[src/rtl/cwwp_pkg.sv]
package cwwp_pkg;

    localparam int DEGREE_W      = 24;
    localparam int WORD_W        = 32;
    localparam int ADDR_OUT_W    = 24;
    localparam int BASE_W        = 28;
    localparam int PAD_W         = 4;
    // wide enough for a lane index at the largest lane count (eight)
    localparam int LANE_IDX_BITS = 3;
    // degree + LANES - 1 stays below 2^25; three more bits make the reciprocal exact
    localparam int DIV_SHIFT     = 28;
    localparam int QUEUE_DEPTH   = 2;

    localparam logic [WORD_W-1:0] PAD_WORD = 32'hffff_ffff;

    localparam logic [1:0] KIND_VERTEX = 2'd0;
    localparam logic [1:0] KIND_EDGE   = 2'd1;
    localparam logic [1:0] KIND_ERROR  = 2'd2;

    typedef enum logic [1:0] {
        OP_ERROR,
        OP_VERTEX,
        OP_EDGE
    } op_t;

    typedef struct packed {
        logic                mode;
        logic [DEGREE_W-1:0] degree;
        logic [WORD_W-1:0]   edge_word;
    } in_t;

    typedef struct packed {
        logic [1:0]            kind;
        logic [WORD_W-1:0]     lane_zero;
        logic [WORD_W-1:0]     lane_one;
        logic [WORD_W-1:0]     lane_two;
        logic [WORD_W-1:0]     lane_three;
        logic [ADDR_OUT_W-1:0] word_address;
    } out_t;

    // one classified item handed from the front to the back
    typedef struct packed {
        op_t                      op;
        logic [LANE_IDX_BITS-1:0] lane;
        logic                     last;
        logic [WORD_W-1:0]        word;
        logic [DEGREE_W-1:0]      nwords;
        logic [PAD_W-1:0]         deg_lo;
    } entry_t;

endpackage

[src/rtl/cwwp_queue.sv]
module cwwp_queue (
    input  logic              aclk,
    input  logic              aresetn,
    input  logic              push,
    input  cwwp_pkg::entry_t  push_data,
    output logic              push_ready,
    input  logic              pop,
    output logic              pop_valid,
    output cwwp_pkg::entry_t  pop_data
);

    localparam int DEPTH = cwwp_pkg::QUEUE_DEPTH;
    localparam int PTR_W = (DEPTH > 1) ? $clog2(DEPTH) : 1;
    localparam int CNT_W = $clog2(DEPTH + 1);
    localparam logic [PTR_W-1:0] PTR_LAST = PTR_W'(DEPTH - 1);
    localparam logic [CNT_W-1:0] CNT_FULL = CNT_W'(DEPTH);

    cwwp_pkg::entry_t mem_reg [DEPTH];
    logic [PTR_W-1:0] wr_ptr_reg, wr_ptr_next;
    logic [PTR_W-1:0] rd_ptr_reg, rd_ptr_next;
    logic [CNT_W-1:0] count_reg, count_next;
    logic             do_push, do_pop;

    assign push_ready = (count_reg != CNT_FULL);
    assign pop_valid  = (count_reg != '0);
    assign pop_data   = mem_reg[rd_ptr_reg];
    assign do_push    = push && push_ready;
    assign do_pop     = pop && pop_valid;

    always_comb begin
        wr_ptr_next = wr_ptr_reg;
        rd_ptr_next = rd_ptr_reg;
        count_next  = count_reg;
        if (do_push) begin
            wr_ptr_next = (wr_ptr_reg == PTR_LAST) ? '0 : wr_ptr_reg + 1'b1;
        end
        if (do_pop) begin
            rd_ptr_next = (rd_ptr_reg == PTR_LAST) ? '0 : rd_ptr_reg + 1'b1;
        end
        if (do_push && !do_pop) begin
            count_next = count_reg + 1'b1;
        end else if (!do_push && do_pop) begin
            count_next = count_reg - 1'b1;
        end
    end

    always_ff @(posedge aclk) begin
        if (!aresetn) begin
            wr_ptr_reg <= '0;
            rd_ptr_reg <= '0;
            count_reg  <= '0;
        end else begin
            wr_ptr_reg <= wr_ptr_next;
            rd_ptr_reg <= rd_ptr_next;
            count_reg  <= count_next;
        end
    end

    always_ff @(posedge aclk) begin
        if (do_push) begin
            mem_reg[wr_ptr_reg] <= push_data;
        end
    end

endmodule

[src/rtl/cwwp_front.sv]
module cwwp_front #(
    parameter int LANES = 4
) (
    input  logic              aclk,
    input  logic              aresetn,
    input  logic              s_valid,
    output logic              s_ready,
    input  cwwp_pkg::in_t     s_data,
    output logic              push,
    output cwwp_pkg::entry_t  push_data,
    input  logic              push_ready
);

    localparam int IDX_W  = (LANES > 1) ? $clog2(LANES) : 1;
    localparam int DIV_IN_W = cwwp_pkg::DEGREE_W + 1;
    localparam int PROD_W = DIV_IN_W + cwwp_pkg::DIV_SHIFT;
    localparam logic [IDX_W-1:0] LAST_LANE = IDX_W'(LANES - 1);
    // ceil(2^DIV_SHIFT / LANES)
    localparam logic [cwwp_pkg::DIV_SHIFT-1:0] RECIP =
        cwwp_pkg::DIV_SHIFT'(((64'd1 << cwwp_pkg::DIV_SHIFT) + LANES - 1) / LANES);

    logic [cwwp_pkg::DEGREE_W-1:0] owed_reg, owed_next;
    logic [IDX_W-1:0]              vfill_reg, vfill_next;
    logic [IDX_W-1:0]              efill_reg, efill_next;
    logic [DIV_IN_W-1:0]           div_in;
    logic [PROD_W-1:0]             prod;
    logic                          accept;
    logic                          flush;

    assign s_ready = push_ready;
    assign accept  = s_valid && push_ready;
    assign push    = accept;

    // ceil(degree / LANES) by reciprocal multiply, exact over the whole degree range
    assign div_in = DIV_IN_W'(s_data.degree) + DIV_IN_W'(LANES - 1);
    assign prod   = PROD_W'(div_in) * PROD_W'(RECIP);
    assign flush  = (efill_reg == LAST_LANE) || (owed_reg == cwwp_pkg::DEGREE_W'(1));

    always_comb begin
        owed_next        = owed_reg;
        vfill_next       = vfill_reg;
        efill_next       = efill_reg;
        push_data.op     = cwwp_pkg::OP_ERROR;
        push_data.lane   = '0;
        push_data.last   = 1'b0;
        push_data.word   = s_data.edge_word;
        push_data.nwords = prod[cwwp_pkg::DIV_SHIFT +: cwwp_pkg::DEGREE_W];
        push_data.deg_lo = s_data.degree[cwwp_pkg::PAD_W-1:0];
        if (!s_data.mode) begin
            if (owed_reg == '0) begin
                push_data.op   = cwwp_pkg::OP_VERTEX;
                push_data.lane = cwwp_pkg::LANE_IDX_BITS'(vfill_reg);
                push_data.last = (vfill_reg == LAST_LANE);
                if (accept) begin
                    owed_next  = s_data.degree;
                    vfill_next = (vfill_reg == LAST_LANE) ? '0 : vfill_reg + 1'b1;
                end
            end
        end else begin
            if (owed_reg != '0) begin
                push_data.op   = cwwp_pkg::OP_EDGE;
                push_data.lane = cwwp_pkg::LANE_IDX_BITS'(efill_reg);
                push_data.last = flush;
                if (accept) begin
                    owed_next  = owed_reg - 1'b1;
                    efill_next = flush ? '0 : efill_reg + 1'b1;
                end
            end
        end
    end

    always_ff @(posedge aclk) begin
        if (!aresetn) begin
            owed_reg  <= '0;
            vfill_reg <= '0;
            efill_reg <= '0;
        end else begin
            owed_reg  <= owed_next;
            vfill_reg <= vfill_next;
            efill_reg <= efill_next;
        end
    end

endmodule

[src/rtl/cwwp_back.sv]
module cwwp_back #(
    parameter int LANES      = 4,
    parameter int ADDR_WIDTH = 24
) (
    input  logic              aclk,
    input  logic              aresetn,
    input  logic              pop_valid,
    input  cwwp_pkg::entry_t  pop_data,
    output logic              pop,
    output logic              m_valid,
    input  logic              m_ready,
    output cwwp_pkg::out_t    m_data
);

    localparam int W = cwwp_pkg::WORD_W;
    localparam int STORED = LANES - 1;
    localparam logic [cwwp_pkg::PAD_W-1:0] LANES_PAD = cwwp_pkg::PAD_W'(LANES);

    logic [W-1:0] vst_reg [STORED];
    logic [W-1:0] est_reg [STORED];
    logic [W-1:0] vout [4];
    logic [W-1:0] eout [4];

    logic [cwwp_pkg::BASE_W-1:0] base_reg, base_next;
    logic [ADDR_WIDTH-1:0]       vcount_reg, vcount_next;
    logic [ADDR_WIDTH-1:0]       ecount_reg, ecount_next;
    logic [cwwp_pkg::ADDR_OUT_W-1:0] vaddr, eaddr;
    logic                        m_valid_reg, m_valid_next;
    cwwp_pkg::out_t              m_data_reg, m_data_next;
    logic [cwwp_pkg::PAD_W-1:0]  pad;
    logic [W-1:0]                ventry;
    logic                        m_load;

    assign pop     = pop_valid && (!m_valid_reg || m_ready);
    assign m_valid = m_valid_reg;
    assign m_data  = m_data_reg;

    assign pad    = pop_data.nwords[cwwp_pkg::PAD_W-1:0] * LANES_PAD - pop_data.deg_lo;
    assign ventry = {pad, base_reg};

    generate
        if (ADDR_WIDTH >= cwwp_pkg::ADDR_OUT_W) begin : g_addr_cut
            assign vaddr = vcount_reg[cwwp_pkg::ADDR_OUT_W-1:0];
            assign eaddr = ecount_reg[cwwp_pkg::ADDR_OUT_W-1:0];
        end else begin : g_addr_ext
            assign vaddr = cwwp_pkg::ADDR_OUT_W'(vcount_reg);
            assign eaddr = cwwp_pkg::ADDR_OUT_W'(ecount_reg);
        end
    endgenerate

    // visible lanes: earlier lanes from storage, the current one from the item,
    // edge lanes past the current one padded
    genvar j;
    generate
        for (j = 0; j < 4; j++) begin : g_lane
            if (j < STORED) begin : g_stored
                assign vout[j] = vst_reg[j];
                assign eout[j] = (pop_data.lane > cwwp_pkg::LANE_IDX_BITS'(j)) ? est_reg[j] :
                                 (pop_data.lane == cwwp_pkg::LANE_IDX_BITS'(j)) ? pop_data.word :
                                 cwwp_pkg::PAD_WORD;
            end else if (j == STORED) begin : g_top
                assign vout[j] = ventry;
                assign eout[j] = (pop_data.lane == cwwp_pkg::LANE_IDX_BITS'(j)) ?
                                 pop_data.word : cwwp_pkg::PAD_WORD;
            end else begin : g_absent
                assign vout[j] = '0;
                assign eout[j] = cwwp_pkg::PAD_WORD;
            end
        end
    endgenerate

    always_comb begin
        base_next   = base_reg;
        vcount_next = vcount_reg;
        ecount_next = ecount_reg;
        m_load      = 1'b0;
        m_data_next = '0;
        if (pop) begin
            unique case (pop_data.op)
                cwwp_pkg::OP_VERTEX: begin
                    base_next = base_reg + cwwp_pkg::BASE_W'(pop_data.nwords);
                    if (pop_data.last) begin
                        m_load                   = 1'b1;
                        m_data_next.kind         = cwwp_pkg::KIND_VERTEX;
                        m_data_next.lane_zero    = vout[0];
                        m_data_next.lane_one     = vout[1];
                        m_data_next.lane_two     = vout[2];
                        m_data_next.lane_three   = vout[3];
                        m_data_next.word_address = vaddr;
                        vcount_next              = vcount_reg + 1'b1;
                    end
                end
                cwwp_pkg::OP_EDGE: begin
                    if (pop_data.last) begin
                        m_load                   = 1'b1;
                        m_data_next.kind         = cwwp_pkg::KIND_EDGE;
                        m_data_next.lane_zero    = eout[0];
                        m_data_next.lane_one     = eout[1];
                        m_data_next.lane_two     = eout[2];
                        m_data_next.lane_three   = eout[3];
                        m_data_next.word_address = eaddr;
                        ecount_next              = ecount_reg + 1'b1;
                    end
                end
                default: begin
                    m_load           = 1'b1;
                    m_data_next.kind = cwwp_pkg::KIND_ERROR;
                end
            endcase
        end
    end

    always_comb begin
        m_valid_next = m_valid_reg;
        if (m_load) begin
            m_valid_next = 1'b1;
        end else if (m_ready) begin
            m_valid_next = 1'b0;
        end
    end

    always_ff @(posedge aclk) begin
        if (!aresetn) begin
            base_reg    <= '0;
            vcount_reg  <= '0;
            ecount_reg  <= '0;
            m_valid_reg <= 1'b0;
        end else begin
            base_reg    <= base_next;
            vcount_reg  <= vcount_next;
            ecount_reg  <= ecount_next;
            m_valid_reg <= m_valid_next;
        end
    end

    always_ff @(posedge aclk) begin
        if (m_load) begin
            m_data_reg <= m_data_next;
        end
        for (int k = 0; k < STORED; k++) begin
            if (pop && pop_data.lane == cwwp_pkg::LANE_IDX_BITS'(k)) begin
                if (pop_data.op == cwwp_pkg::OP_VERTEX) begin
                    vst_reg[k] <= ventry;
                end
                if (pop_data.op == cwwp_pkg::OP_EDGE) begin
                    est_reg[k] <= pop_data.word;
                end
            end
        end
    end

endmodule

[src/rtl/csr_wide_word_packer_unit.sv]
// CSR wide-word packer. Takes one item per cycle, sustained, as long as results
// are taken: the front checks each item against the edges still owed and tracks
// lane fill in its own registers, and the back assembles words and advances the
// base address, also one item per cycle. Between them sits a two-entry queue, and
// the result leaves through an output register, so an item's result appears only
// after it has passed the queue and then the output register. Vertex headers and
// edge words that only fill a lane produce no result; a completed word or a
// protocol error produces exactly one. No clearing pass after reset.
module csr_wide_word_packer_unit #(
    parameter int LANES      = 4,
    parameter int ADDR_WIDTH = 24
) (
    input  logic            aclk,
    input  logic            aresetn,
    input  logic            s_valid,
    output logic            s_ready,
    input  cwwp_pkg::in_t   s_data,
    output logic            m_valid,
    input  logic            m_ready,
    output cwwp_pkg::out_t  m_data
);

    logic              q_push, q_push_ready, q_pop, q_pop_valid;
    cwwp_pkg::entry_t  q_push_data, q_pop_data;

    cwwp_front #(
        .LANES(LANES)
    ) u_front (
        .aclk      (aclk),
        .aresetn   (aresetn),
        .s_valid   (s_valid),
        .s_ready   (s_ready),
        .s_data    (s_data),
        .push      (q_push),
        .push_data (q_push_data),
        .push_ready(q_push_ready)
    );

    cwwp_queue u_queue (
        .aclk      (aclk),
        .aresetn   (aresetn),
        .push      (q_push),
        .push_data (q_push_data),
        .push_ready(q_push_ready),
        .pop       (q_pop),
        .pop_valid (q_pop_valid),
        .pop_data  (q_pop_data)
    );

    cwwp_back #(
        .LANES     (LANES),
        .ADDR_WIDTH(ADDR_WIDTH)
    ) u_back (
        .aclk     (aclk),
        .aresetn  (aresetn),
        .pop_valid(q_pop_valid),
        .pop_data (q_pop_data),
        .pop      (q_pop),
        .m_valid  (m_valid),
        .m_ready  (m_ready),
        .m_data   (m_data)
    );

    a_kind_legal: assert property (@(posedge aclk) disable iff (!aresetn)
        m_valid |-> (m_data.kind == cwwp_pkg::KIND_VERTEX ||
                     m_data.kind == cwwp_pkg::KIND_EDGE ||
                     m_data.kind == cwwp_pkg::KIND_ERROR))
        else $error("illegal result kind");

    a_error_clean: assert property (@(posedge aclk) disable iff (!aresetn)
        (m_valid && m_data.kind == cwwp_pkg::KIND_ERROR) |->
        (m_data.lane_zero == '0 && m_data.lane_one == '0 && m_data.lane_two == '0 &&
         m_data.lane_three == '0 && m_data.word_address == '0))
        else $error("error result carries data");

    a_error_class: assert property (@(posedge aclk) disable iff (!aresetn)
        (q_push && q_push_ready && q_push_data.op == cwwp_pkg::OP_ERROR) |->
        (s_valid && s_ready))
        else $error("error item queued without an accepted input");

    a_queue_drains: assert property (@(posedge aclk) disable iff (!aresetn)
        (q_pop_valid && !m_valid) |-> q_pop)
        else $error("back stalled with output free");

endmodule

[config.mk]
export PLATFORM = sky130hd
export DESIGN_NAME = csr_wide_word_packer_unit
export DESIGN_NICKNAME = d
export VERILOG_FILES = /design/src/rtl/cwwp_pkg.sv /design/src/rtl/cwwp_queue.sv /design/src/rtl/cwwp_front.sv /design/src/rtl/cwwp_back.sv /design/src/rtl/csr_wide_word_packer_unit.sv
export SDC_FILE = /design/constraint.sdc
export NUM_CORES = 1
export LEC_CHECK = 0
export ABC_AREA = 1
export ABC_CLOCK_PERIOD_IN_PS = 10670
export BUFFER_PORTS_ARGS = -buffer_cell sky130_fd_sc_hd__buf_2
export CAP_MARGIN = 5
export CORE_UTILIZATION = 30
export DETAILED_ROUTE_END_ITERATION = 7
export PLACE_DENSITY_LB_ADDON = 0.05
export SYNTH_ARGS = -nofsm -noshare
export SYNTH_HDL_FRONTEND = slang
export SYNTH_SLANG_ARGS = --single-unit
[constraint.sdc]
create_clock -name aclk -period 10.67 [get_ports aclk]
set_input_delay 1.6005 -clock aclk [delete_from_list [all_inputs] [get_ports aclk]]
set_output_delay 1.6005 -clock aclk [all_outputs]
set_load 0.02 [all_outputs]
Word-level counts from Yosys, hierarchy flattened --
Memory sizes are Yosys's and may differ from the RTL's. A register that Yosys moved wholly into a read port is not among the register bits. Cells that the tools add are included.
Word-level totals: bits in registers 263, bits in latches 0, bits in writable memories 322, bits in read-only memories 0, input port bits 61, output and inout port bits 156, memories 3
Memories:
- u_queue.mem_reg | depth 2, width 65, rd ports 1, clocked after Yosys merged registers in 1, wr ports 1, line cwwp_queue.sv:18 | cwwp_pkg::entry_t mem_reg [DEPTH];
- u_back.est_reg | depth 3, width 32, rd ports 3, clocked after Yosys merged registers in 0, wr ports 1, line cwwp_back.sv:20 | logic [W-1:0] est_reg [STORED];
- u_back.vst_reg | depth 3, width 32, rd ports 3, clocked after Yosys merged registers in 0, wr ports 1, line cwwp_back.sv:19 | logic [W-1:0] vst_reg [STORED];
Cells by class: add/sub/neg operators 12, multiply operators 0, div/mod/pow operators 0, $lt $le $gt $ge 3, eq/ne operators 10, shift operators 0, muxes and demuxes 60, bitwise logic cells 1, reduce and logical (&&, ||, !) cells 32
Operator list (count):
- 32-bit 2-to-1 mux | 11
- 152-bit one-hot mux with 2 select lines | 1
- 153-bit 2-to-1 mux | 1
- 152-bit 2-to-1 mux | 1
- 32-bit OR reduction | 4
- 24-bit 2-to-1 mux | 5
- 24-bit by 1-bit adder with 24-bit output, second input constant | 2
- 1-bit 2-to-1 mux | 29
- 28-bit by 24-bit adder with 28-bit output | 1
- 24-bit by 2-bit adder with 25-bit output, second input constant | 1
- 24-bit by 1-bit equality test with 1-bit output, second input constant | 1
- 24-bit logical NOT | 1
- 24-bit nonzero test | 1
- 24-bit by 1-bit subtractor with 24-bit output, second input constant | 1
- 2-bit 2-to-1 mux | 8
- 3-bit AND reduction | 5
- 6-bit 2-to-1 mux | 2
- 1-bit logical AND | 9
- 2-bit nonzero test | 4
- 2-bit by 1-bit adder with 2-bit output, second input constant | 3
- 2-bit equality test, second input constant | 3
- 3-bit by 2-bit equality test with 1-bit output, second input constant | 2
- 3-bit by 1-bit greater-than comparator with 1-bit output, second input constant | 2
- 5-bit 2-to-1 mux | 1
- 15 further kinds | 19

Logic depth before layout (Yosys ltp) --
depth after elaboration 9, gate-level depth with buffers 18, depth with buffers taken out 15

Cells and area by module --
Synthesis repeated with hierarchy kept, for this count alone.
Second synthesis, totals: cell total of the unflattened synthesis 2626, area total of the unflattened synthesis 27218.6 um2
Modules (own cells, without submodules):
- cwwp_back | times used 1, cells each 1911, area each 19160.9 um2, seq. area each 11931.4 um2
- cwwp_queue | times used 1, cells each 242, area each 5163.7 um2, seq. area each 4063.9 um2
- cwwp_front | times used 1, cells each 473, area each 2894.0 um2, seq. area each 560.5 um2

Worst setup path after synthesis --
OpenSTA, ideal clock, no wires.
path kind input to register, start point in m_ready, end point reg u_back.m_data_reg, in the netlist u_back.m_data[0], enable pin, setup time 0.506 ns, data arrival time 5.057 ns, data required time 10.164 ns, path slack 5.106 ns, stages 6, buffers on the path 0, path through inv_1 -> nand2_1 -> nand2_1 -> inv_1 -> o21ai_0 -> inv_1
Between the ends: longest elaborated chain between the ends 3
RTL lines:
- from (decl) | line csr_wide_word_packer_unit.sv:19 | input logic m_ready,
- 1-bit logical OR | line cwwp_back.sv:34 | assign pop = pop_valid && (!m_valid_reg || m_ready);
- 1-bit logical AND | line cwwp_back.sv:34
- 1-bit 2-to-1 mux | line cwwp_back.sv:78 | if (pop) begin
- named net u_back.m_load | line cwwp_back.sv:32 | logic m_load;
- to (signal assigned) | line cwwp_back.sv:138 | m_data_reg <= m_data_next;
- to (decl) | line cwwp_back.sv:29 | cwwp_pkg::out_t m_data_reg, m_data_next;
The timed path passes the listed nets, and every way through them passes these cells. A chain may end at the register's enable or synchronous reset.

==> results.txt <==
- Outcome: complete, but fails checks
* Violated checks: design-rule violations
* Mapped Cells: 2774
- Summing over every cut layer, the via total after detailed routing is 20021.
- STA classifies the critical path startpoint as a flop.
- # clock sinks: 584
- TritonCTS built the clock tree.
- Entering global routing, the biggest net connects 82 pins.
- The clock tree synthesis step divided the H-tree into 3 levels.
* Type of the setup path with the least slack: reg -> reg
* Total iterations of the first detailed-routing run: 7
* Commonest cells in the synthesized netlist: 701 x sky130_fd_sc_hd__nand2_1, 474 x sky130_fd_sc_hd__edfxtp_1, 294 x sky130_fd_sc_hd__inv_1
* Setup Total Neg Slack: 0 ns
- CTS Root Buffer Type: sky130_fd_sc_hd__clkbuf_16
- The first routing iteration left 1401 violations.
- Flip-flop count of the largest register, all copies and words added: 154
- Gr usage total: 18.4%
- Routed wire length per instance: 20.2 um
- Peak supply drop: 0.167 mV
* Share of async-settable or async-resettable flops after synthesis: 0%
- Yosys mapped a number of flops with a built-in enable equal to 474.
- Number of buffers added to fix hold violations after cts: 0
* Clock input transition at the sequential cells of the worst setup and hold paths: 0.06 ns
- The final-report max-slew violation count came to 0.
* Setup crit end kind: flop
* Arrival @ worst endpoint: 4.10 ns
- After layout, the worst path uses 36.3% of the clock period.
* Mean Syn Cell Area: 9.68 um^2
- By area the synthesized netlist is led by sky130_fd_sc_hd__edfxtp_1 53%, sky130_fd_sc_hd__nand2_1 9.8%, sky130_fd_sc_hd__dfxtp_1 8.2%, sky130_fd_sc_hd__inv_1 4.1%, sky130_fd_sc_hd__nor2_1 4.1%.
- Worst hold path type: reg -> reg
* Number of top-level pins: 217
- Critical Path Slowest Stage Cell: sky130_fd_sc_hd__dfxtp_4
- In this run the remaining antenna-violating nets after routing total 0.
- Number of buffers added by the clock tree synthesis step: 72
- The die is 301 um tall.
- Along the worst path, the maximum fanout reaches 65.
* Seq/Total Area, Yosys: 61.2%
* Proportion of layout cells with a drive suffix above 1: 13.6%
* Area leader, netlist: sky130_fd_sc_hd__edfxtp_1
* Max incr delay on CP: 0.75 ns
- Worst clock skew: 0.0169 ns
- RSZ-0062 raised after global routing: false
- Max_slew headroom: 12.3%
- Placed wire-length estimate after detailed placement: 56900 um
- Prevailing post-synth register cell: sky130_fd_sc_hd__edfxtp_1
- Syn nets: 2873
- For this design the static power due to leakage is 11.8 nW.
* Initial cell density of the core: 30.3%
- The number of global-route vias before repair came to 19784.
- Die span in x: 301 um
- The clock passes through at most 3 buffers.
- Count of buffers from port buffering: 216
- Min Clock Period, post-route: 3.87 ns
* Setup fix buffers added after clock tree synthesis: 0
* Share of the core filled with cells in the final layout: 35.5%
- Across all hold checks on the routed design, the worst slack comes to 0.456 ns.
- FF+latch count, synth: 584
- In this run the biggest area consumer among cell types represents 53.0% of the synthesized area.
* Post-route total power: 9.41 mW
* Post-detailed-route via-to-cell ratio: 4.77
- Across the run, the number of max-cap violations was 0.
* Number of setup violations in the final report: 0
- NumNets Final: 3074
- Among the stages of the critical path, the cell type that occurs most often is sky130_fd_sc_hd__buf_4.
- Floorplan Core Area: 88500 um^2
* Count leader, synth: sky130_fd_sc_hd__nand2_1
- Total of cells resized after clock tree synthesis: 0
- Distinct cells, synth: 47
- The finished layout holds 4196 standard cells, fillers aside.
- DRC violation count after routing: 32
- After global routing the overflow that remains totals 0.
- Dividing total power by cell area gives a power density of 300 nW/um^2.
- The routed design has 84600 um of wire.
- Cell chain of the critical path: buf_4 -> nand2_1 -> o21ai_2 -> inv_2 -> nor2_4 -> buf_4 -> inv_1 -> nor2_4 -> buf_4
* Wire length of the first global-routing pass: 125000 um
* Number of antenna violations at the first check in global routing: 5
* Kind of cell adding the most delay to the critical path: buffers and inverters
- Worst slew pin tran: 1.30 ns
* Cell area after synthesis: 26900 um^2
- Clock latency on the worst-skew pair: 0.61 ns
- Timing would allow up to 0.258 GHz.
- The initialized floorplan defines 109 standard-cell rows.
* # placed instances: 4066
* Placer's final routability congestion estimate: 0.866
* Number of buffer and inverter instances along the worst setup path: 5
- The floorplan step defined a die boundary enclosing 90700 um^2.
* Final hold violations: 0
- Yosys printed 0 warnings.
- Data required, critical path: 10.91 ns
- From synthesis to final layout, the design area changed by 17.0%.
## cell usage in the layout (no fill, tap or decap), drive strengths merged, types with 17 or more instances in the layout
master and count:
nor3 53, xor2 29, clkbuf 98, inv 310, ha 37, edfxtp 474, o211ai 68, nor2 296
buf 242, o21ai 130, nand3 81, dfxtp 110, nand2 703, a21oi 190, mux2 22, nand4 27
o21a 17, a2bb2oi 26, a22oi 31, clkinv 23
## power by group
group	leakage [nW]	total, mW	internal [mW]	switching, mW
Sequential	5.38	3.58	3.24	0.347
Clock	1.09	2.35	1.39	0.960
Combinational	5.31	3.48	0.905	2.57
Total	11.8	9.41	5.53	3.88
## path summary, 6_finish.rpt
| check | startpoint | to | slack, ns | cells past startpoint |
|---|---|---|---|---|
| min reg2reg | u_queue.rd_ptr_reg$_SDFFE_PN0P_ | flop | 0.46 | 1 |
| min | u_queue.rd_ptr_reg$_SDFFE_PN0P_ | flop | 0.46 | 1 |
| max reg2reg | flop | u_back.est_reg[0][12]$_DFFE_PP_ | 6.80 | 9 |
| max | flop | u_back.est_reg[0][12]$_DFFE_PP_ | 6.80 | 9 |
## area by class of cell
type	count	area, um^2
Clock inverter	31	267
Fill cell	8990	57100
Tap cell	1165	1460
Sequential cell	584	16400
Antenna cell	1	2.50
Inverter	308	1160
Multi-Input combinational cell	1767	8830
Clock buffer	98	1970
Timing Repair Buffer	242	1280
## per-layer routing
| layer | up-vias | share of wire (%) | global-route usage [%] |
|---|---|---|---|
| li1 | 9818 | - | - |
| met1 | 9605 | 47 | 25.2 |
| met2 | 484 | 46 | 30.0 |
| met3 | 110 | 4.6 | 2.74 |
| met4 | 4 | 2.1 | 5.38 |
| met5 | - | 0.026 | 0 |
## logic make-up after synthesis
kind of cell	Yosys count	share of synthesized area, %
mux	23	0.960
simple gates	1187	17.9
buf+inv	423	6.22
fa+ha+maj	38	1.80
xor+xnor	42	1.37
flops	584	61.2
compound gates	477	10.5
## stage by stage
stage	setup slack (ns)	area, um^2
6_report	6.80	31400
5_1_grt	6.48	31400
4_1_cts	6.72	31400
3_5_place_dp	6.17	29200
3_3_place_gp	6.23	29200
2_1_floorplan	5.11	26900
## worst reg2reg max path, delay by kind of cell, from the launching register on
kind                   cells  cell delay, ns
DFF                        1            0.75
AOI/OAI and AO/OA          1            0.12
buffers and inverters      5            2.19
and+or+nand+nor            3            0.42
Power figures use the tool's default switching activity.
